### src/design/tcpoi_pkg.sv
package tcpoi_pkg;

  localparam int MAX_PACKET = 2048;
  localparam int ADDR_W     = $clog2(MAX_PACKET);
  localparam int CNT_W      = $clog2(MAX_PACKET + 4);

  localparam int APB_ADDR_W = 3;
  localparam int APB_DATA_W = 32;
  localparam int REG_IDX_W  = APB_ADDR_W - 2;

  localparam logic [REG_IDX_W-1:0] REG_OPTION_KIND  = REG_IDX_W'(0);
  localparam logic [REG_IDX_W-1:0] REG_OPTION_VALUE = REG_IDX_W'(1);

  localparam logic [7:0]  DEF_OPTION_KIND  = 8'd253;
  localparam logic [15:0] DEF_OPTION_VALUE = 16'd996;

  localparam logic OP_LOAD  = 1'b0;
  localparam logic OP_FETCH = 1'b1;

  localparam logic [7:0]  IPV4_VER_IHL = 8'h45;
  localparam logic [7:0]  OPTION_LEN   = 8'd4;
  localparam logic [15:0] TCP_PROTO    = 16'd6;
  localparam logic [3:0]  DOFF_MIN     = 4'd5;
  localparam logic [3:0]  DOFF_BAD     = 4'd15;

  localparam int IP_HDR_BYTES = 20;
  localparam int MIN_PACKET   = 40;
  localparam int OPT_BYTES    = 4;
  localparam int SEG_ADJ      = IP_HDR_BYTES - OPT_BYTES;

  localparam int OFS_TOTLEN_HI  = 2;
  localparam int OFS_TOTLEN_LO  = 3;
  localparam int OFS_IPCSUM_HI  = 10;
  localparam int OFS_IPCSUM_LO  = 11;
  localparam int OFS_PSEUDO     = 12;
  localparam int OFS_DOFF       = 32;
  localparam int OFS_TCPCSUM_HI = 36;
  localparam int OFS_TCPCSUM_LO = 37;

  localparam int OPT_POS_KIND = 0;
  localparam int OPT_POS_LEN  = 1;
  localparam int OPT_POS_VLO  = 2;
  localparam int OPT_POS_VHI  = 3;

  typedef enum logic [2:0] {
    ST_READY     = 3'd0,
    ST_NOT_IPV4  = 3'd1,
    ST_MALFORMED = 3'd2,
    ST_OVERSIZE  = 3'd3,
    ST_NOTHING   = 3'd4,
    ST_LOADING   = 3'd5
  } pkt_state_e;

  typedef struct packed {
    logic       opcode;
    logic [7:0] in_byte;
    logic       in_last;
  } in_item_t;

  typedef struct packed {
    logic [7:0] out_byte;
    logic       out_last;
    logic [2:0] status;
  } out_item_t;

  typedef struct packed {
    logic       use_ram;
    logic [7:0] byte_val;
    logic       last;
    pkt_state_e status;
  } fetch_meta_t;

  typedef struct packed {
    logic              we;
    logic [ADDR_W-1:0] waddr;
    logic [7:0]        wdata;
    logic              re;
    logic [ADDR_W-1:0] raddr;
  } ram_req_t;

  function automatic logic [15:0] csum_add(logic [15:0] a, logic [15:0] b);
    logic [16:0] t;
    t = {1'b0, a} + {1'b0, b};
    return t[15:0] + {15'd0, t[16]};
  endfunction

  function automatic logic [15:0] csum_fold19(logic [18:0] s);
    logic [16:0] t;
    t = {1'b0, s[15:0]} + {14'd0, s[18:16]};
    return t[15:0] + {15'd0, t[16]};
  endfunction

endpackage

### src/design/tcpoi_core.sv
module tcpoi_core
  import tcpoi_pkg::*;
(
  input  logic        clk_i,
  input  logic        rst_ni,
  input  logic        acc_i,
  input  in_item_t    item_i,
  input  logic [7:0]  option_kind_i,
  input  logic [15:0] option_value_i,
  output ram_req_t    ram_req_o,
  output logic        issue_o,
  output fetch_meta_t meta_o
);

  pkt_state_e       state_q, state_d;
  logic [CNT_W-1:0] cnt_q, cnt_d, rp_q, rp_d;
  logic [15:0]      ipacc_q, ipacc_d, tcpacc_q, tcpacc_d, tlraw_q, tlraw_d;
  logic [15:0]      ip_sum_q, ip_sum_d, tcp_sum_q, tcp_sum_d, value_q, value_d;
  logic [7:0]       b0_q, b0_d, b32_q, b32_d, kind_q, kind_d;
  logic [3:0]       doff_q, doff_d;
  logic [5:0]       hdr_bytes_q, hdr_bytes_d;

  logic             load_now, new_pkt, ip_hit, tcp_hit, fin;
  logic [CNT_W-1:0] cur_cnt, hdr_c, rp_back, opt_ofs;
  logic [7:0]       in_b, b32_mod, tcp_byte;
  logic [15:0]      ip_base, tcp_base, byte_word, tcp_word;
  logic [15:0]      tl_fin, tl_cur, seg, ip_fin, tcp_fin;
  logic [18:0]      tcp_raw;
  logic [6:0]       hdr_need, hdr_len;
  logic [CNT_W:0]   rp_next_w, total_w;
  logic             rd_re;
  logic [ADDR_W-1:0] rd_addr;

  // Load side: per-byte checksum accumulation with end-around carry.
  assign in_b     = item_i.in_byte;
  assign load_now = acc_i && (item_i.opcode == OP_LOAD);
  assign new_pkt  = (state_q != ST_LOADING);
  assign cur_cnt  = new_pkt ? '0 : cnt_q;
  assign ip_base  = new_pkt ? '0 : ipacc_q;
  assign tcp_base = new_pkt ? '0 : tcpacc_q;

  assign b32_mod   = {in_b[7:4] + 4'd1, in_b[3:0]};
  assign tcp_byte  = (cur_cnt == CNT_W'(OFS_DOFF)) ? b32_mod : in_b;
  assign byte_word = cur_cnt[0] ? {8'h00, in_b} : {in_b, 8'h00};
  assign tcp_word  = cur_cnt[0] ? {8'h00, tcp_byte} : {tcp_byte, 8'h00};

  assign ip_hit = (cur_cnt < CNT_W'(IP_HDR_BYTES))
               && (cur_cnt != CNT_W'(OFS_TOTLEN_HI)) && (cur_cnt != CNT_W'(OFS_TOTLEN_LO))
               && (cur_cnt != CNT_W'(OFS_IPCSUM_HI)) && (cur_cnt != CNT_W'(OFS_IPCSUM_LO));
  assign tcp_hit = (cur_cnt >= CNT_W'(OFS_PSEUDO))
               && (cur_cnt != CNT_W'(OFS_TCPCSUM_HI)) && (cur_cnt != CNT_W'(OFS_TCPCSUM_LO));

  assign ipacc_d  = !load_now ? ipacc_q : (ip_hit ? csum_add(ip_base, byte_word) : ip_base);
  assign tcpacc_d = !load_now ? tcpacc_q
                              : (tcp_hit ? csum_add(tcp_base, tcp_word) : tcp_base);

  assign b0_d  = (load_now && (cur_cnt == '0)) ? in_b : b0_q;
  assign b32_d = (load_now && (cur_cnt == CNT_W'(OFS_DOFF))) ? b32_mod : b32_q;
  assign doff_d = (load_now && (cur_cnt == CNT_W'(OFS_DOFF))) ? in_b[7:4] : doff_q;
  assign tlraw_d[15:8] = (load_now && (cur_cnt == CNT_W'(OFS_TOTLEN_HI))) ? in_b
                                                                            : tlraw_q[15:8];
  assign tlraw_d[7:0]  = (load_now && (cur_cnt == CNT_W'(OFS_TOTLEN_LO))) ? in_b
                                                                            : tlraw_q[7:0];

  // End of packet: close both checksums.
  assign hdr_need = 7'(IP_HDR_BYTES) + {1'b0, doff_d, 2'b00};
  assign tl_fin   = tlraw_d + 16'(OPT_BYTES);
  assign seg      = 16'(cur_cnt + CNT_W'(1) - CNT_W'(SEG_ADJ));
  assign ip_fin   = ~csum_add(ipacc_d, tl_fin);
  assign tcp_raw  = {3'b000, tcpacc_d} + {3'b000, option_kind_i, OPTION_LEN}
                  + {3'b000, option_value_i[7:0], option_value_i[15:8]}
                  + {3'b000, TCP_PROTO} + {3'b000, seg};
  assign tcp_fin  = ~csum_fold19(tcp_raw);

  // Fetch side.
  assign hdr_len   = 7'(IP_HDR_BYTES) + {1'b0, hdr_bytes_q};
  assign hdr_c     = CNT_W'(hdr_len);
  assign tl_cur    = tlraw_q + 16'(OPT_BYTES);
  assign rp_back   = rp_q - CNT_W'(OPT_BYTES);
  assign opt_ofs   = rp_q - hdr_c;
  assign rp_next_w = {1'b0, rp_q} + (CNT_W+1)'(1);
  assign total_w   = {1'b0, cnt_q} + (CNT_W+1)'(OPT_BYTES);
  assign fin       = (rp_next_w >= total_w);

  always_comb begin
    state_d     = state_q;
    cnt_d       = cnt_q;
    rp_d        = rp_q;
    ip_sum_d    = ip_sum_q;
    tcp_sum_d   = tcp_sum_q;
    hdr_bytes_d = hdr_bytes_q;
    kind_d      = kind_q;
    value_d     = value_q;
    if (load_now) begin
      state_d = ST_LOADING;
      rp_d    = '0;
      cnt_d   = (cur_cnt <= CNT_W'(MAX_PACKET)) ? cur_cnt + CNT_W'(1) : cur_cnt;
      if (item_i.in_last) begin
        if (b0_d != IPV4_VER_IHL) begin
          state_d = ST_NOT_IPV4;
        end else if (cnt_d > CNT_W'(MAX_PACKET)) begin
          state_d = ST_OVERSIZE;
        end else if (cnt_d < CNT_W'(MIN_PACKET)) begin
          state_d = ST_MALFORMED;
        end else if ((doff_d < DOFF_MIN) || (doff_d == DOFF_BAD)
                     || (cnt_d < CNT_W'(hdr_need))) begin
          state_d = ST_MALFORMED;
        end else begin
          state_d     = ST_READY;
          hdr_bytes_d = {doff_d, 2'b00};
          kind_d      = option_kind_i;
          value_d     = option_value_i;
          ip_sum_d    = ip_fin;
          tcp_sum_d   = tcp_fin;
        end
      end
    end else if (acc_i) begin
      case (state_q)
        ST_READY: begin
          rp_d = rp_q + CNT_W'(1);
          if (fin) begin
            state_d = ST_NOTHING;
          end
        end
        ST_NOT_IPV4, ST_MALFORMED, ST_OVERSIZE: begin
          state_d = ST_NOTHING;
        end
        default: begin
          state_d = state_q;
        end
      endcase
    end
  end

  always_comb begin
    meta_o.use_ram  = 1'b0;
    meta_o.byte_val = 8'h00;
    meta_o.last     = 1'b1;
    meta_o.status   = ST_NOTHING;
    rd_addr         = '0;
    case (state_q)
      ST_READY: begin
        meta_o.last   = fin;
        meta_o.status = ST_READY;
        if (rp_q < hdr_c) begin
          case (rp_q)
            CNT_W'(OFS_TOTLEN_HI):  meta_o.byte_val = tl_cur[15:8];
            CNT_W'(OFS_TOTLEN_LO):  meta_o.byte_val = tl_cur[7:0];
            CNT_W'(OFS_IPCSUM_HI):  meta_o.byte_val = ip_sum_q[15:8];
            CNT_W'(OFS_IPCSUM_LO):  meta_o.byte_val = ip_sum_q[7:0];
            CNT_W'(OFS_DOFF):       meta_o.byte_val = b32_q;
            CNT_W'(OFS_TCPCSUM_HI): meta_o.byte_val = tcp_sum_q[15:8];
            CNT_W'(OFS_TCPCSUM_LO): meta_o.byte_val = tcp_sum_q[7:0];
            default: begin
              meta_o.use_ram = 1'b1;
              rd_addr        = rp_q[ADDR_W-1:0];
            end
          endcase
        end else begin
          case (opt_ofs)
            CNT_W'(OPT_POS_KIND): meta_o.byte_val = kind_q;
            CNT_W'(OPT_POS_LEN):  meta_o.byte_val = OPTION_LEN;
            CNT_W'(OPT_POS_VLO):  meta_o.byte_val = value_q[7:0];
            CNT_W'(OPT_POS_VHI):  meta_o.byte_val = value_q[15:8];
            default: begin
              meta_o.use_ram = 1'b1;
              rd_addr        = rp_back[ADDR_W-1:0];
            end
          endcase
        end
      end
      ST_NOT_IPV4, ST_MALFORMED, ST_OVERSIZE: begin
        meta_o.status = state_q;
      end
      default: begin
        meta_o.status = ST_NOTHING;
      end
    endcase
  end

  assign issue_o = acc_i && (item_i.opcode == OP_FETCH);
  assign rd_re   = issue_o && meta_o.use_ram;

  assign ram_req_o.we    = load_now && (cur_cnt < CNT_W'(MAX_PACKET));
  assign ram_req_o.waddr = cur_cnt[ADDR_W-1:0];
  assign ram_req_o.wdata = in_b;
  assign ram_req_o.re    = rd_re;
  assign ram_req_o.raddr = rd_addr;

  always_ff @(posedge clk_i or negedge rst_ni) begin
    if (!rst_ni) begin
      state_q <= ST_NOTHING;
      cnt_q   <= '0;
      rp_q    <= '0;
    end else begin
      state_q <= state_d;
      cnt_q   <= cnt_d;
      rp_q    <= rp_d;
    end
  end

  always_ff @(posedge clk_i) begin
    ipacc_q     <= ipacc_d;
    tcpacc_q    <= tcpacc_d;
    tlraw_q     <= tlraw_d;
    ip_sum_q    <= ip_sum_d;
    tcp_sum_q   <= tcp_sum_d;
    value_q     <= value_d;
    b0_q        <= b0_d;
    b32_q       <= b32_d;
    kind_q      <= kind_d;
    doff_q      <= doff_d;
    hdr_bytes_q <= hdr_bytes_d;
  end

endmodule

### config.mk
export PLATFORM = sky130hd
export DESIGN_NAME = tcpoi_core
export DESIGN_NICKNAME = d
export VERILOG_FILES = /design/src/design/tcpoi_pkg.sv /design/src/design/tcpoi_core.sv
export SDC_FILE = /design/constraint.sdc
export NUM_CORES = 1
export LEC_CHECK = 0
export BUFFER_PORTS_ARGS = -buffer_cell sky130_fd_sc_hd__buf_2
export CAP_MARGIN = 40
export CORE_MARGIN = 5
export CORE_UTILIZATION = 40
export CTS_CLUSTER_SIZE = 28
export DETAILED_ROUTE_END_ITERATION = 12
export GPL_TIMING_DRIVEN = 0
export PLACE_DENSITY_LB_ADDON = 0.15
export SETUP_SLACK_MARGIN = 0.15
export SLEW_MARGIN = 0
export SYNTH_ARGS = -nofsm -noshare
export SYNTH_HDL_FRONTEND = slang
export SYNTH_SLANG_ARGS = --single-unit
### constraint.sdc
create_clock -name clk_i -period 10 [get_ports clk_i]
set_input_delay 1 -clock clk_i [delete_from_list [all_inputs] [get_ports clk_i]]
set_output_delay 1 -clock clk_i [all_outputs]
set_load 0.05 [all_outputs]
==> metrics.md <==
| Metric | Value |
|---|---|
| Total of max-cap violations | `0` |
| Post-synthesis net count | `1910` |
| Final slew viol count | `0` |
| Clock root cell | `clkbuf_16` |
| Port Buf Inserts | `81` |
| Worst-case reg-to-reg path depth | `62` |
| Crit. End Element | `flip-flop` |
| Arr. time, crit path | `10730 ps` |
| Syn Std Cell Area | `14520 um^2` |
| Row count | `69` |
| Placed wire-length estimate | `36560 um` |
| Critical Path Max Stage Delay | `510 ps` |
| Die W | `200.5 um` |
| Syn Inst Count | `1722` |
| Slew headroom | `46.72%` |
| Most frequent CP cell | `buf_4` |
| CTS buffer count | `17` |
| Initial detailed-routing violation count | `955` |
| Fin crit period | `10540 ps` |
| Period utilization | `105.4%` |
| Worst-path fanout max | `8` |
| Clock Tree Buf Depth | `2` |
| Ant diodes | `0` |
| Req. time, crit path | `10190 ps` |
| Final cell count without fillers | `2388` |
| Count leader, synth | `nor2_1` |
| Leakage power | `7.684 nW` |
| Synth top cells by count | `nor2_1 (140), nand2_1 (135), inv_1 (130)` |
| Critical path endpoint | `tcp_sum_q[12]$_DFFE_PP_` |
| Syn avg cell area | `8.429 um^2` |
| Area fraction of the dominant cell type after synthesis | `14.07%` |
| Reg2Reg Setup Slack | `-540 ps` |
| DRC | `0` |
| Max Clock Skew | `14.68 ps` |
| Worst setup path start | `state_q[2]$_DFFE_PN1P_` |
| Wirelength per Cell | `19.51 um` |
| WS Path Type | `flip-flop to flip-flop` |
| CP Launch Type | `flip-flop` |
| Fmax | `94.85 MHz` |
| Synth unique cells | `88` |
| Hold Crit Class | `flip-flop to flip-flop` |
| Die H | `200.5 um` |
| Area grow syn2layout | `20.14%` |
| Gr ovfl total | `0` |
| Max VDD drop | `0.0001090 V` |
| RSZ-0062 raised after global routing | `yes` |
| Area contributors post-synth | `edfxtp_1 (14%), ha_1 (11%), dfxtp_1 (8.3%), xnor2_1 (5.4%), dfrtp_1 (4.5%)` |
| Drt pass-1 iters | `9` |
| WL final | `46580 um` |
| Fraction of registers with async set/reset | `17.42%` |
| Post-synth EDFFs | `68` |
| Initial antenna violation count | `1` |
| Post-route ant nets | `0` |
| Worst setup margin | `-543.2 ps` |
| H-Tree Depth | `4` |
| Largest net degree at the start of global routing | `28` |
| Nets | `2102` |
| Placed standard-cell area | `15780 um^2` |
| CTS tree | `yes` |
| Outcome | `finished, violations left` |
| Dominant cell type by area after synthesis | `edfxtp_1` |
| Clock latency on the worst-skew pair | `450 ps` |
| Synth Register Bits | `155` |
| Worst-path clk slew | `70 ps` |
| GRT Resource Usage Total | `22.27%` |
| Failing checks | `negative setup slack` |
| Total core area | `35660 um^2` |
| Top_reg_cell synth | `edfxtp_1` |
| Vias in the first global route | `12810` |
| Placed cells | `2267` |
| Vias/cell | `5.593` |
| Worst-margin pin slew | `795.4 ps` |
| Worst reg2reg startpoint | `state_q[2]$_DFFE_PN1P_` |
| Slowest CP cell | `fa_1` |
| Synth Warn # | `0` |
| Final setup fails | `14` |
| Pwr dens | `178.4 nW/um^2` |
| I/O Pins | `83` |
| Setup WS pre-CTS | `-1585 ps` |
| Register area share after synthesis | `27.01%` |
| Initial core utilization | `40.71%` |
| Share of cells above drive strength 1 | `18.79%` |
| First-pass GRT wire length | `71380 um` |
| Fin. Hold Viols | `0` |
| Clock Sinks | `155` |
| RD Place Congestion | `0.8901` |
| Total power | `0.003110 W` |
| Die ar. | `40200 um^2` |
| Design Area, Final | `17440 um^2` |
| Reg2reg end | `tcp_sum_q[12]$_DFFE_PP_` |
| Cts hold-fix bufs | `0` |
| Vias | `13360` |
[cells in the final DEF (no fill, tap or decap), drive strengths merged, types with 15 or more instances in the layout]
cell type and count:
nor2 140, clkbuf 67, xor2 73, and3 46, buf 207, xnor2 89
edfxtp 68, nor2b 18, o21a 22, a21o 20, nand2 135, nand2b 19
dfxtp 60, dfrtp 26, mux2i 16, nor4 17, fa 29, and2 58
mux2 16, nor3 45, a22oi 29, inv 139, nand4 18, or3 15
ha 122, a21oi 68, nand3 58, o21ai 102
[registers in the layout, indices dropped and copies added, names as in the netlist, 12 cells and up]
name,flops
cnt_q,12
ip_sum_q,16
ipacc_q,16
rp_q,12
tcp_sum_q,16
tcpacc_q,16
tlraw_q,16
value_q,16
[worst max-delay path: cells and delay by family (launching register included)]
| family | cells | cell delay (ps) |
|---|---|---|
| AND/OR/NAND/NOR | 15 | 2270 |
| flip-flops | 1 | 370 |
| adder cells (fa/ha/maj) | 9 | 2190 |
| XOR/XNOR | 4 | 620 |
| buffers and inverters | 22 | 2740 |
| AO/OA/AOI/OAI | 12 | 2040 |
[power by group]
| group | internal (W) | switching (W) | total, W |
|---|---|---|---|
| Combinational | 0.000659 | 0.000952 | 0.00161 |
| Sequential | 0.000774 | 0.0000560 | 0.000830 |
| Clock | 0.000364 | 0.000304 | 0.000669 |
[area by class of cell]
class / instances / area (um^2)
multi-input cells: 1355 / 10210
inverters: 131 / 495.5
plain buffers: 80 / 479.2
clock inverters: 12 / 108.9
clock buffers: 20 / 489.2
well taps: 461 / 576.8
flip-flops and latches: 155 / 3920
fillers: 3489 / 18220
repair buffers: 174 / 1160
[kinds of logic after synthesis]
group	after synthesis	synth area share, %
adders and majority gates	151	14.52
AOI/OAI and AO/OA	386	18.12
xor gates and xnor gates	163	9.930
DFF	155	27.01
buffers and inverters	212	5.930
muxes	32	2.345
and+or+nand+nor	623	22.15
[stage by stage]
step | utilization, % | hold WS (ps) | TNS, ps
after global placement | 44.12 | 447.8 | -16560
after CTS | 47.97 | 479.1 | -3955
after detailed placement | 44.26 | 464.4 | -17750
after floorplan | - | 435.0 | 0
final | 48.91 | 475.8 | -4911
after global routing | 48.91 | 503.5 | -10880
[how the worst min path moves through the flow]
stage	to	cells past startpoint	slack [ps]	start
final	tcpacc_q[15]$_DFF_P_	2	480	tcpacc_q[15]$_DFF_P_
after global placement	tcpacc_q[10]$_DFF_P_	2	450	tcpacc_q[10]$_DFF_P_
after CTS	tcpacc_q[15]$_DFF_P_	2	480	tcpacc_q[15]$_DFF_P_
after detailed placement	tcpacc_q[15]$_DFF_P_	2	460	tcpacc_q[15]$_DFF_P_
after global routing	b0_q[3]$_DFF_P_	1	500	b0_q[3]$_DFF_P_
after floorplan	tcpacc_q[10]$_DFF_P_	2	440	tcpacc_q[10]$_DFF_P_
[layer usage]
layer | up-vias | wire (um) | global-route usage (%)
li1 | 6544 | - | -
met2 | 394 | 21680 | 36.50
met3 | 69 | 2918 | 4.071
met1 | 6348 | 20560 | 29.84
met4 | 0 | 1425 | 7.350
met5 | - | 0 | 0
[timing repair]
action | 4_1_cts | 5_1_grt
endpoints found under the hold margin | 0 | 0
gates resized for setup | 56 | 34
pin swaps | 54 | 26
setup buffers | 59 | 31
setup endpoints to repair | 16 | 17
Note: power is estimated with default switching activity, not from simulation.
