`config.mk`:
```
export PLATFORM = sky130hd
export DESIGN_NAME = tcpoi_outstage
export DESIGN_NICKNAME = d
export VERILOG_FILES = /design/src/design/tcpoi_pkg.sv /design/src/design/tcpoi_outstage.sv
export SDC_FILE = /design/constraint.sdc
export NUM_CORES = 1
export LEC_CHECK = 0
export ABC_CLOCK_PERIOD_IN_PS = 3000
export BUFFER_PORTS_ARGS = -buffer_cell sky130_fd_sc_hd__buf_2
export CAP_MARGIN = 5
export CORE_UTILIZATION = 30
export DETAILED_ROUTE_END_ITERATION = 6
export MAX_ROUTING_LAYER = met4
export SYNTH_ARGS = -nofsm -noshare
export SYNTH_HDL_FRONTEND = slang
export SYNTH_SLANG_ARGS = --single-unit
```
`constraint.sdc`:
```
create_clock -name clk_i -period 3 [get_ports clk_i]
set_clock_uncertainty 0.1 [all_clocks]
set_input_delay 0.6 -clock clk_i [delete_from_list [all_inputs] [get_ports clk_i]]
set_output_delay 0.6 -clock clk_i [all_outputs]
set_load 0.03 [all_outputs]
```
`src/design/tcpoi_pkg.sv`:
```
package tcpoi_pkg;

  localparam int MAX_PACKET = 2048;
  localparam int ADDR_W     = $clog2(MAX_PACKET);
  localparam int CNT_W      = $clog2(MAX_PACKET + 4);

  localparam int APB_ADDR_W = 3;
  localparam int APB_DATA_W = 32;
  localparam int REG_IDX_W  = APB_ADDR_W - 2;

  localparam logic [REG_IDX_W-1:0] REG_OPTION_KIND  = REG_IDX_W'(0);
  localparam logic [REG_IDX_W-1:0] REG_OPTION_VALUE = REG_IDX_W'(1);

  localparam logic [7:0]  DEF_OPTION_KIND  = 8'd253;
  localparam logic [15:0] DEF_OPTION_VALUE = 16'd996;

  localparam logic OP_LOAD  = 1'b0;
  localparam logic OP_FETCH = 1'b1;

  localparam logic [7:0]  IPV4_VER_IHL = 8'h45;
  localparam logic [7:0]  OPTION_LEN   = 8'd4;
  localparam logic [15:0] TCP_PROTO    = 16'd6;
  localparam logic [3:0]  DOFF_MIN     = 4'd5;
  localparam logic [3:0]  DOFF_BAD     = 4'd15;

  localparam int IP_HDR_BYTES = 20;
  localparam int MIN_PACKET   = 40;
  localparam int OPT_BYTES    = 4;
  localparam int SEG_ADJ      = IP_HDR_BYTES - OPT_BYTES;

  localparam int OFS_TOTLEN_HI  = 2;
  localparam int OFS_TOTLEN_LO  = 3;
  localparam int OFS_IPCSUM_HI  = 10;
  localparam int OFS_IPCSUM_LO  = 11;
  localparam int OFS_PSEUDO     = 12;
  localparam int OFS_DOFF       = 32;
  localparam int OFS_TCPCSUM_HI = 36;
  localparam int OFS_TCPCSUM_LO = 37;

  localparam int OPT_POS_KIND = 0;
  localparam int OPT_POS_LEN  = 1;
  localparam int OPT_POS_VLO  = 2;
  localparam int OPT_POS_VHI  = 3;

  typedef enum logic [2:0] {
    ST_READY     = 3'd0,
    ST_NOT_IPV4  = 3'd1,
    ST_MALFORMED = 3'd2,
    ST_OVERSIZE  = 3'd3,
    ST_NOTHING   = 3'd4,
    ST_LOADING   = 3'd5
  } pkt_state_e;

  typedef struct packed {
    logic       opcode;
    logic [7:0] in_byte;
    logic       in_last;
  } in_item_t;

  typedef struct packed {
    logic [7:0] out_byte;
    logic       out_last;
    logic [2:0] status;
  } out_item_t;

  typedef struct packed {
    logic       use_ram;
    logic [7:0] byte_val;
    logic       last;
    pkt_state_e status;
  } fetch_meta_t;

  typedef struct packed {
    logic              we;
    logic [ADDR_W-1:0] waddr;
    logic [7:0]        wdata;
    logic              re;
    logic [ADDR_W-1:0] raddr;
  } ram_req_t;

  function automatic logic [15:0] csum_add(logic [15:0] a, logic [15:0] b);
    logic [16:0] t;
    t = {1'b0, a} + {1'b0, b};
    return t[15:0] + {15'd0, t[16]};
  endfunction

  function automatic logic [15:0] csum_fold19(logic [18:0] s);
    logic [16:0] t;
    t = {1'b0, s[15:0]} + {14'd0, s[18:16]};
    return t[15:0] + {15'd0, t[16]};
  endfunction

endpackage

```
`src/design/tcpoi_outstage.sv`:
```
module tcpoi_outstage
  import tcpoi_pkg::*;
(
  input  logic        clk_i,
  input  logic        rst_ni,
  input  logic        issue_i,
  input  fetch_meta_t meta_i,
  input  logic [7:0]  rdata_i,
  input  logic        out_stall_i,
  output logic        ready_o,
  output logic        out_valid_o,
  output out_item_t   out_data_o
);

  logic        s1_valid_q, s1_valid_d;
  fetch_meta_t s1_meta_q;
  logic        out_valid_q, out_valid_d;
  out_item_t   out_data_q, out_data_d;
  logic        adv;

  assign adv     = !out_valid_q || !out_stall_i;
  assign ready_o = !s1_valid_q || adv;

  assign s1_valid_d  = ready_o ? issue_i : s1_valid_q;
  assign out_valid_d = adv ? s1_valid_q : out_valid_q;

  always_comb begin
    out_data_d = out_data_q;
    if (adv) begin
      out_data_d.out_byte = s1_meta_q.use_ram ? rdata_i : s1_meta_q.byte_val;
      out_data_d.out_last = s1_meta_q.last;
      out_data_d.status   = s1_meta_q.status;
    end
  end

  always_ff @(posedge clk_i or negedge rst_ni) begin
    if (!rst_ni) begin
      s1_valid_q  <= 1'b0;
      out_valid_q <= 1'b0;
    end else begin
      s1_valid_q  <= s1_valid_d;
      out_valid_q <= out_valid_d;
    end
  end

  always_ff @(posedge clk_i) begin
    if (ready_o && issue_i) begin
      s1_meta_q <= meta_i;
    end
    out_data_q <= out_data_d;
  end

  assign out_valid_o = out_valid_q;
  assign out_data_o  = out_data_q;

endmodule
```
==> results by group, run 1 <==
Outcome
  – Status: complete, no violations

STA
  – Setup total negative slack: 0 ps
  – Final setup margin: 1250 ps
  – Max-Slew Margin vs Limit: 60.8%
  – RSZ-0062 raised after global routing: no
  – Setup-failing EPs final: 0
  – Final period utilization: 58.5%
  – Max Freq: 570 MHz
  – Period minus WS final: 1750 ps
  – Worst slew pin tran: 589 ps
  – Slew Viols, Final: 0
  – Final hold vios: 0

Place
  – Port Buffer Count: 38
  – Placer Congestion: 0.719
  – Dpl ws: 1190 ps
  – DP Cell Count: 122

Yosys
  – Synth Register Bits: 27
  – Ranking of synthesized cells by area: edfxtp_1, mux2_4, dfrtp_1
  – Mapped Cells: 41
  – Cell taking the most area after synthesis: edfxtp_1
  – Area share of the largest cell type after synthesis: 78.2%
  – Yosys warns: 0
  – Mapped Area: 960 µm²
  – Sequential share of the synthesized area: 83.4%
  – Post-synthesis cell type count: 8
  – Syn Area/Cell: 23.4 µm²
  – Syn nets: 66

Drt
  – Routed met1 length: 646 µm
  – Via density: 3.88
  – DRC: 0
  – Vias: 493
  – Initial DRC count: 4
  – DR WL met3: 86 µm
  – DR pass1 iterations: 4
  – Drt wl/cell: 11.3 µm
  – WL met2: 677 µm
  – Top Layer Used: met4
  – ANT nets after route: 0
  – Routed WL: 1.44 mm

Cells and area
  – Fillers: 288
  – Diode count: 0
  – Final Core Density: 40.4%
  – Ratio of cells with drive above 1 in the final layout: 60.2%
  – Area delta synth->final: 28.6%
  – Final #Nets: 109
  – Fin cells: 127

Pwr
  – Logic pwr share: 13.4%
  – Switching pwr: 0.000172 W
  – Lkg Pwr: 0.510 nW
  – Pwr dens: 572 mW/mm²
  – Clock share of power: 22.1%
  – Sequential Power Share: 64.5%
  – Design Power: 0.000706 W
  – Sw Ratio: 24.3%
  – Worst VDD drop: 0.000279 V
  – P_int: 0.000534 W

Setup path
  – Critical Path Fanout Max: 3
  – CP Class: reg2out
  – Data required, critical path: 2300 ps
  – Worst Setup End Kind: primary output
  – Startpoint Class: flop
  – Worst path arrival time: 1050 ps

CTS
  – Post-CTS sizing: 0
  – Worst-skew pair later-pin latency: 320 ps
  – CTS tree: built
  – Maximum root-to-sink buffer count: 2
  – Root Driver: clkbuf_4
  – Post-CTS Setup Inserts: 0
  – Clock transition at the registers of the reported paths: 140 ps
  – CTS Buf Count: 3
  – CTS Sinks: 27
  – CTS H-tree depth: 1

Worst hold path
  – Tightest Hold Check Type: reg2reg

Job
  – MaxCap Viol Count: 0

Global routing
  – Total track usage: 9.71%
  – Largest net degree at the start of global routing: 17
  – Initial antenna violation count: 0
  – Vias in the first global route: 473
  – Global-route wire length before repair: 2.20 mm
  – Congestion Overflow GR: 0

Die
  – Site Rows: 20
  – Core area: 0.00305 mm²
  – Starting Density: 31.4%
  – Chip height: 58.6 µm
  – Die area: 0.00343 mm²
  – I/O pin count: 39
  – Die X: 58.6 µm
area by class of cell:
cell class                 count  area (µm²)  share of cell area (%)
multi-input combinational     13         148                    12.0
clock buffer                   3        22.5                    1.83
tap                           44        55.1                    4.46
sequential                    27         801                    64.9
timing repair buffer          39         200                    16.2
clock inverter                 1        7.51                   0.609
worst paths after layout:
kind / from / to / slack, ps / cells after the start
max: out_valid_o / ready_o / 1250 / 2
min: s1_meta_q[2] / out_data_o[2] / 340 / 0
max reg2reg: out_valid_o / s1_meta_q[6] / 1510 / 2
min reg2reg: s1_meta_q[2] / out_data_o[2] / 340 / 0
max in group asynchronous: rst_ni / out_valid_o / 2230 / 2
min in group asynchronous: rst_ni / s1_valid_q / 470 / 2
repair_timing:
action	4_1_cts	5_1_grt
hold buffers	1	0
endpoints found under the setup margin	0	0
hold endpoints to repair	2	0
synthesized netlist by cell type:
library cell  instances
edfxtp_1             25
mux2_4                8
dfrtp_1               2
nand2b_1              2
and2_1                1
buf_6                 1
nand2_1               1
nand3_1               1
flip-flops by register name (all words and copies together), names as in the netlist:
name and count:
out_data_o 12, s1_valid_q 1, out_valid_o 1, s1_meta_q 13
critical path, stage by stage, from the launching register on:
cell and delay, ps:
dfrtp_1 410, nand3_1 120, buf_2 210
kinds of logic after synthesis:
logic type,synth area share (%)
buf+inv,1.17
simple gates,2.87
flops,83.4
mux,12.5
layout by cell type (no fill, tap or decap), drive strengths merged:
| cell type | instances |
|---|---|
| and2 | 1 |
| buf | 38 |
| clkbuf | 3 |
| clkinvlp | 1 |
| dfrtp | 2 |
| dlygate4sd3 | 1 |
| edfxtp | 25 |
| mux2 | 8 |
| nand2 | 1 |
| nand2b | 2 |
| nand3 | 1 |
power by group through the flow:
| stage | registers [W] | logic (W) | clock network [W] |
|---|---|---|---|
| final | 0.000455 | 0.0000948 | 0.000156 |
| after CTS | 0.000456 | 0.0000966 | 0.000166 |
| after global routing | 0.000458 | 0.000101 | 0.000180 |
| after detailed placement | 0.000465 | 0.0000955 | 0 |
| after global placement | 0.000463 | 0.0000938 | 0 |
| after floorplan | 0.000493 | 0.0000313 | 0 |
layer usage:
layer,up-vias,track usage [%]
li1,240,-
met1,224,10.1
met2,27,15.9
met3,2,4.40
met4,0,4.08
met5,-,-
through the flow:
step / instance area [µm²] / hold WS [ps]
finish: 1230 / 335
global route: 1230 / 314
global placement: 1190 / 285
floorplan: 960 / 204
detailed placement: 1190 / 289
CTS: 1230 / 326
Power figures use the tool's default switching activity.
==> run 2: changes to the inputs <==
Settings changed: ABC_CLOCK_PERIOD_IN_PS 3000 to 1600.
Clock period 3 ns to 1.6 ns, I/O delays scaled along.
==> results by group, run 2 (synthesis results as in run 1) <==
Outcome
  – Status: complete, no violations

Pwr
  – Lkg Pwr: 0.522 nW (+2.3%)
  – Clock share of power: 22.2% (about the same)
  – P_int: 0.00101 W (+88%)
  – Sw Ratio: 24.5% (+0.20 points)
  – Logic pwr share: 14.1% (+0.7 points)
  – Worst VDD drop: 0.000458 V (+64%)
  – Sequential Power Share: 63.6% (-0.9 points)
  – Switching pwr: 0.000327 W (+90%)
  – Pwr dens: 1060 mW/mm² (+86%)

CTS
  – CTS tree: built
  – CTS H-tree depth: 1 (unchanged)
  – CTS Sinks: 27 (unchanged)
  – Root Driver: clkbuf_4
  – Maximum root-to-sink buffer count: 2 (unchanged)
  – Post-CTS Setup Inserts: 0 (unchanged)
  – Clock transition at the registers of the reported paths: 150 ps (about the same)
  – Worst-skew pair later-pin latency: 320 ps (about the same)
  – CTS Buf Count: 3 (unchanged)

Place
  – HPWL Detailed: 1.12 mm
  – Port Buffer Count: 38 (unchanged)
  – Placer Congestion: 0.697 (-3.0%)
  – DP Cell Count: 124 (+1.6%)
  – Dpl ws: 316 ps (-879 ps)

Cells and area
  – Fin cells: 129 (+1.6%)
  – Most frequent cells in the layout: buf_2, edfxtp_1, mux2_4, clkbuf_4
  – Area of the multi-input gates: 154 µm² (+4.2%)
  – Max reg flops: 13 (unchanged)
  – Ratio of cells with drive above 1 in the final layout: 63.5% (+3.3 points)
  – Fillers: 307 (+6.6%)
  – Diode count: 0 (unchanged)
  – Area delta synth->final: 30.8%
  – Top reg by flops: s1_meta_q
  – Reg area: 801 µm² (unchanged)
  – Final #Nets: 111 (+1.8%)
  – Commonest non-fill, non-tap cell in the layout: buf_2

Global routing
  – Met2 global-route usage: 17.9% (+2.0 points)
  – Congestion Overflow GR: 0 (unchanged)
  – GR Util met3: 2.86% (-1.5 points)
  – Largest net degree at the start of global routing: 17 (unchanged)
  – Busiest grt layer: met2
  – Initial antenna violation count: 0 (unchanged)
  – Global-route wire length before repair: 2.21 mm (+0.32%)
  – Total track usage: 9.75% (+0.039 points)
  – Vias in the first global route: 512 (+8.2%)
  – Grt met1 use: 9.09% (-1.0 points)

STA
  – Slew Viols, Final: 0 (unchanged)
  – RSZ-0062 raised after global routing: no
  – Final period utilization: 91.3%
  – Setup-failing EPs final: 0 (unchanged)
  – Period minus WS final: 1460 ps
  – Max Freq: 684 MHz
  – Setup total negative slack: 0 ps (unchanged)
  – Final hold vios: 0 (unchanged)
  – Max-Slew Margin vs Limit: 79.4% (+19 points)
  – Worst slew pin tran: 309 ps (-280 ps)
  – Final setup margin: 139 ps (-1110 ps)

Die
  – I/O pin count: 39 (unchanged)
  – Core area: 0.00305 mm² (unchanged)
  – Starting Density: 31.4% (unchanged)
  – Die area: 0.00343 mm² (unchanged)
  – Site Rows: 20 (unchanged)
  – Chip height: 58.6 µm (unchanged)
  – Die X: 58.6 µm (unchanged)

Worst hold path
  – Tightest Hold Check Type: in2reg

Setup path
  – Critical Path Fanout Max: 3 (unchanged)
  – Worst path arrival time: 1040 ps (about the same)
  – Data required, critical path: 1180 ps (-1120 ps)
  – Startpoint Class: flop
  – Worst Setup End Kind: primary output
  – CP Class: reg2out

Drt
  – Via density: 3.96 (+2.0%)
  – DR pass1 iterations: 2 (-2)
  – DRC: 0 (unchanged)
  – Initial DRC count: 6 (+2)
  – ANT nets after route: 0 (unchanged)
  – Vias: 511 (+3.7%)
  – Drt wl/cell: 11.4 µm (+0.50%)
  – Routed WL: 1.47 mm (+2.1%)

Job
  – MaxCap Viol Count: 0 (unchanged)
run 2: worst max-delay path, stage by stage (launching register included):
cell and delay (ps):
dfrtp_1 430, nand3_2 90, buf_2 200
run 2: final timing paths:
check,start,end,slack (ps),depth (start not counted)
worst max-delay path,out_valid_o,ready_o,140,2
worst min-delay path,meta_i[1],s1_meta_q[1],60,1
worst max register to register,out_valid_o,s1_meta_q[11],320,2
worst min register to register,s1_meta_q[0],out_data_o[0],340,0
max in group asynchronous,rst_ni,s1_valid_q,1110,2
min in group asynchronous,rst_ni,out_valid_o,180,2
run 2: through the flow:
stage | utilization (%) | power [W] | hold WS [ps] | area [µm²]
floorplan | - | 0.000984 | -75.6 | 966
global placement | 39.8 | 0.00105 | 4.71 | 1210
detailed placement | 39.8 | 0.00106 | 11.7 | 1210
CTS | 41.1 | 0.00135 | 46.8 | 1250
global route | 41.1 | 0.00140 | 21.7 | 1250
finish | 41.1 | 0.00133 | 60.6 | 1250
run 2: area by class of cell:
cell class              instances  share of cell area, %
clock inverters                 1                  0.598
clock buffers                   3                   1.79
flip-flops and latches         27                   63.8
repair buffers                 41                   17.1
well taps                      44                   4.39
multi-input cells              13                   12.3
run 2: layer usage:
layer	up-vias	part of all wire, %	routed length [µm]
li1	245	-	-
met3	2	4.2	61
met1	245	39	574
met5	-	0	0
met2	19	55	812
met4	0	1.3	19
run 2: what timing repair did:
action | CTS | global route
gates resized for setup | 0 | 0
hold buffers | 1 | 0
endpoints found under the hold margin | 2 | 0
run 2: power groups by stage:
stage          registers [W]  clock network, W  logic [W]
4_1_cts             0.000850          0.000310   0.000192
6_report            0.000848          0.000296   0.000188
3_5_place_dp        0.000866                 0   0.000190
5_1_grt             0.000855          0.000344   0.000201
3_3_place_gp        0.000864                 0   0.000186
2_1_floorplan       0.000925                 0  0.0000597
==> run 3: changes to the inputs <==
Settings changed: ABC_CLOCK_PERIOD_IN_PS 1600 to default, CORE_ASPECT_RATIO from default to 1.75, RECOVER_POWER from default to 25.
==> results by group, run 3 (synthesis results as in run 1) <==
Outcome
  – Status: complete, no violations

Setup path
  – Path depth of the worst reg2reg path: 1 (-1)
  – Worst path arrival time: 970 ps (-70 ps)
  – Reg2reg setup slack: 300 ps (-20 ps)
  – Reg2reg end: out_data_o[5]
  – CP Class: reg2out
  – Worst Setup End Kind: primary output
  – Data required, critical path: 1180 ps (about the same)
  – Startpoint Class: flop
  – Critical Path Fanout Max: 3 (unchanged)
  – Reg2Reg Launch Point: s1_meta_q[12]

Drt
  – Vias: 483 (-5.5%)
  – ANT nets after route: 0 (unchanged)
  – DRC: 0 (unchanged)
  – Routed WL: 1.35 mm (-8.0%)
  – Drt wl/cell: 10.8 µm (-5.0%)
  – Via density: 3.86 (-2.5%)
  – Initial DRC count: 4 (-2)
  – DR pass1 iterations: 4 (+2)

Worst hold path
  – Hold path start: meta_i[11]
  – WHS Endpoint: s1_meta_q[11]
  – Tightest Hold Check Type: in2reg
  – Depth of the worst hold-timing path: 1 (unchanged)

CTS
  – Post-CTS Setup Inserts: 0 (unchanged)
  – Clock transition at the registers of the reported paths: 90 ps (-60 ps)
  – Maximum root-to-sink buffer count: 2 (unchanged)
  – Post-CTS sizing: 0 (unchanged)
  – CTS Sinks: 27 (unchanged)
  – Worst-skew pair later-pin latency: 260 ps (-60 ps)
  – CTS Buf Count: 3 (unchanged)
  – CTS H-tree depth: 1 (unchanged)
  – CTS tree: built
  – Root Driver: clkbuf_8

Die
  – Chip height: 76.8 µm (+31%)
  – Die X: 44.8 µm (-24%)
  – I/O pin count: 39 (unchanged)
  – Starting Density: 32.1% (+0.63 points)
  – Core area: 0.00299 mm² (-2.0%)
  – Site Rows: 26 (+30%)
  – Die area: 0.00344 mm² (+0.26%)

Cells and area
  – Commonest non-fill, non-tap cell in the layout: buf_2
  – Final Core Density: 41.9% (+0.82 points)
  – Ratio of cells with drive above 1 in the final layout: 61.4% (-2.1 points)
  – Fin cells: 125 (-3.1%)
  – Diode count: 0 (unchanged)
  – Top reg by flops: s1_meta_q
  – Area delta synth->final: 30.8% (unchanged)
  – Max reg flops: 13 (unchanged)
  – Final #Nets: 109 (-1.8%)
  – Most frequent cells in the layout: buf_2, edfxtp_1, mux2_4, clkbuf_8

STA
  – Max-Slew Margin vs Limit: 66.2% (-13 points)
  – Final hold slack: 125 ps (+64.1 ps)
  – Final period utilization: 87.0% (-4.4 points)
  – Period minus WS final: 1390 ps (-69.9 ps)
  – Max Freq: 719 MHz (+5.0%)
  – Final hold vios: 0 (unchanged)
  – Worst slew pin tran: 506 ps (+197 ps)
  – Slew Viols, Final: 0 (unchanged)
  – RSZ-0062 raised after global routing: no
  – Setup-failing EPs final: 0 (unchanged)
  – Setup total negative slack: 0 ps (unchanged)

Place
  – Placer Congestion: 0.687 (-1.5%)
  – DP Cell Count: 120 (-3.2%)
  – Port Buffer Count: 38 (unchanged)

Global routing
  – Largest net degree at the start of global routing: 17 (unchanged)
  – Total track usage: 9.39% (-0.36 points)
  – Initial antenna violation count: 0 (unchanged)
  – Congestion Overflow GR: 0 (unchanged)
  – Vias in the first global route: 481 (-6.1%)
  – Global-route wire length before repair: 2.13 mm (-3.8%)

Pwr
  – Design Power: 0.00140 W (+5.4%)
  – Lkg Pwr: 0.518 nW (-0.85%)
  – Pwr dens: 1120 mW/mm² (+5.4%)
  – Worst VDD drop: 0.000377 V (-18%)

Job
  – MaxCap Viol Count: 0 (unchanged)
## run 3: cell count changes in the layout (fill, tap and decap cells not counted)
cell | previous run | this run
buf_2 | 38 | 37
buf_4 | 2 | 0
clkbuf_1 | 0 | 1
clkbuf_4 | 3 | 0
clkbuf_8 | 0 | 3
## run 3: how the worst max path moves through the flow
stage	endpoint	from
2_1_floorplan	s1_meta_q[0]	out_valid_o
3_3_place_gp	out_data_o[5]	s1_meta_q[12]
3_5_place_dp	out_data_o[5]	out_stall_i
4_1_cts	ready_o	out_valid_o
5_1_grt	ready_o	out_valid_o
6_report	ready_o	out_valid_o
## run 3: metal layers
layer / track usage (%) / up-vias / part of all wire, %
met4: 7.27 / 0 / 1.9
met1: 8.26 / 216 / 35
met3: 3.06 / 2 / 6.4
li1: - / 240 / -
met5: - / - / 0
met2: 15.4 / 25 / 57
## run 3: cell type report
class / count / area (µm²)
clock buffers: 3 / 41.3
well taps: 42 / 52.6
multi-input cells: 13 / 154
flip-flops and latches: 27 / 801
fillers: 285 / 1740
clock inverters: 1 / 7.51
repair buffers: 39 / 199
## run 3: through the flow
step | setup slack, ps | area, µm²
finish | 209 | 1250
detailed placement | 295 | 1200
global placement | 317 | 1200
floorplan | 91.9 | 966
global route | 130 | 1250
CTS | 192 | 1260
## run 3: power by group
group          internal (W)  switching, W  total (W)
combinational     0.0000721      0.000106   0.000178
clock              0.000176      0.000199   0.000375
sequential         0.000835     0.0000173   0.000852
## run 3: worst max-delay path, stage by stage (launching register included)
cell and delay (ps):
dfrtp_1 420, nand3_2 100, buf_2 190
## run 3: repair_timing
item,CTS,global route
endpoints found under the hold margin,2,0
setup endpoints to repair,0,0
hold buffers,1,0
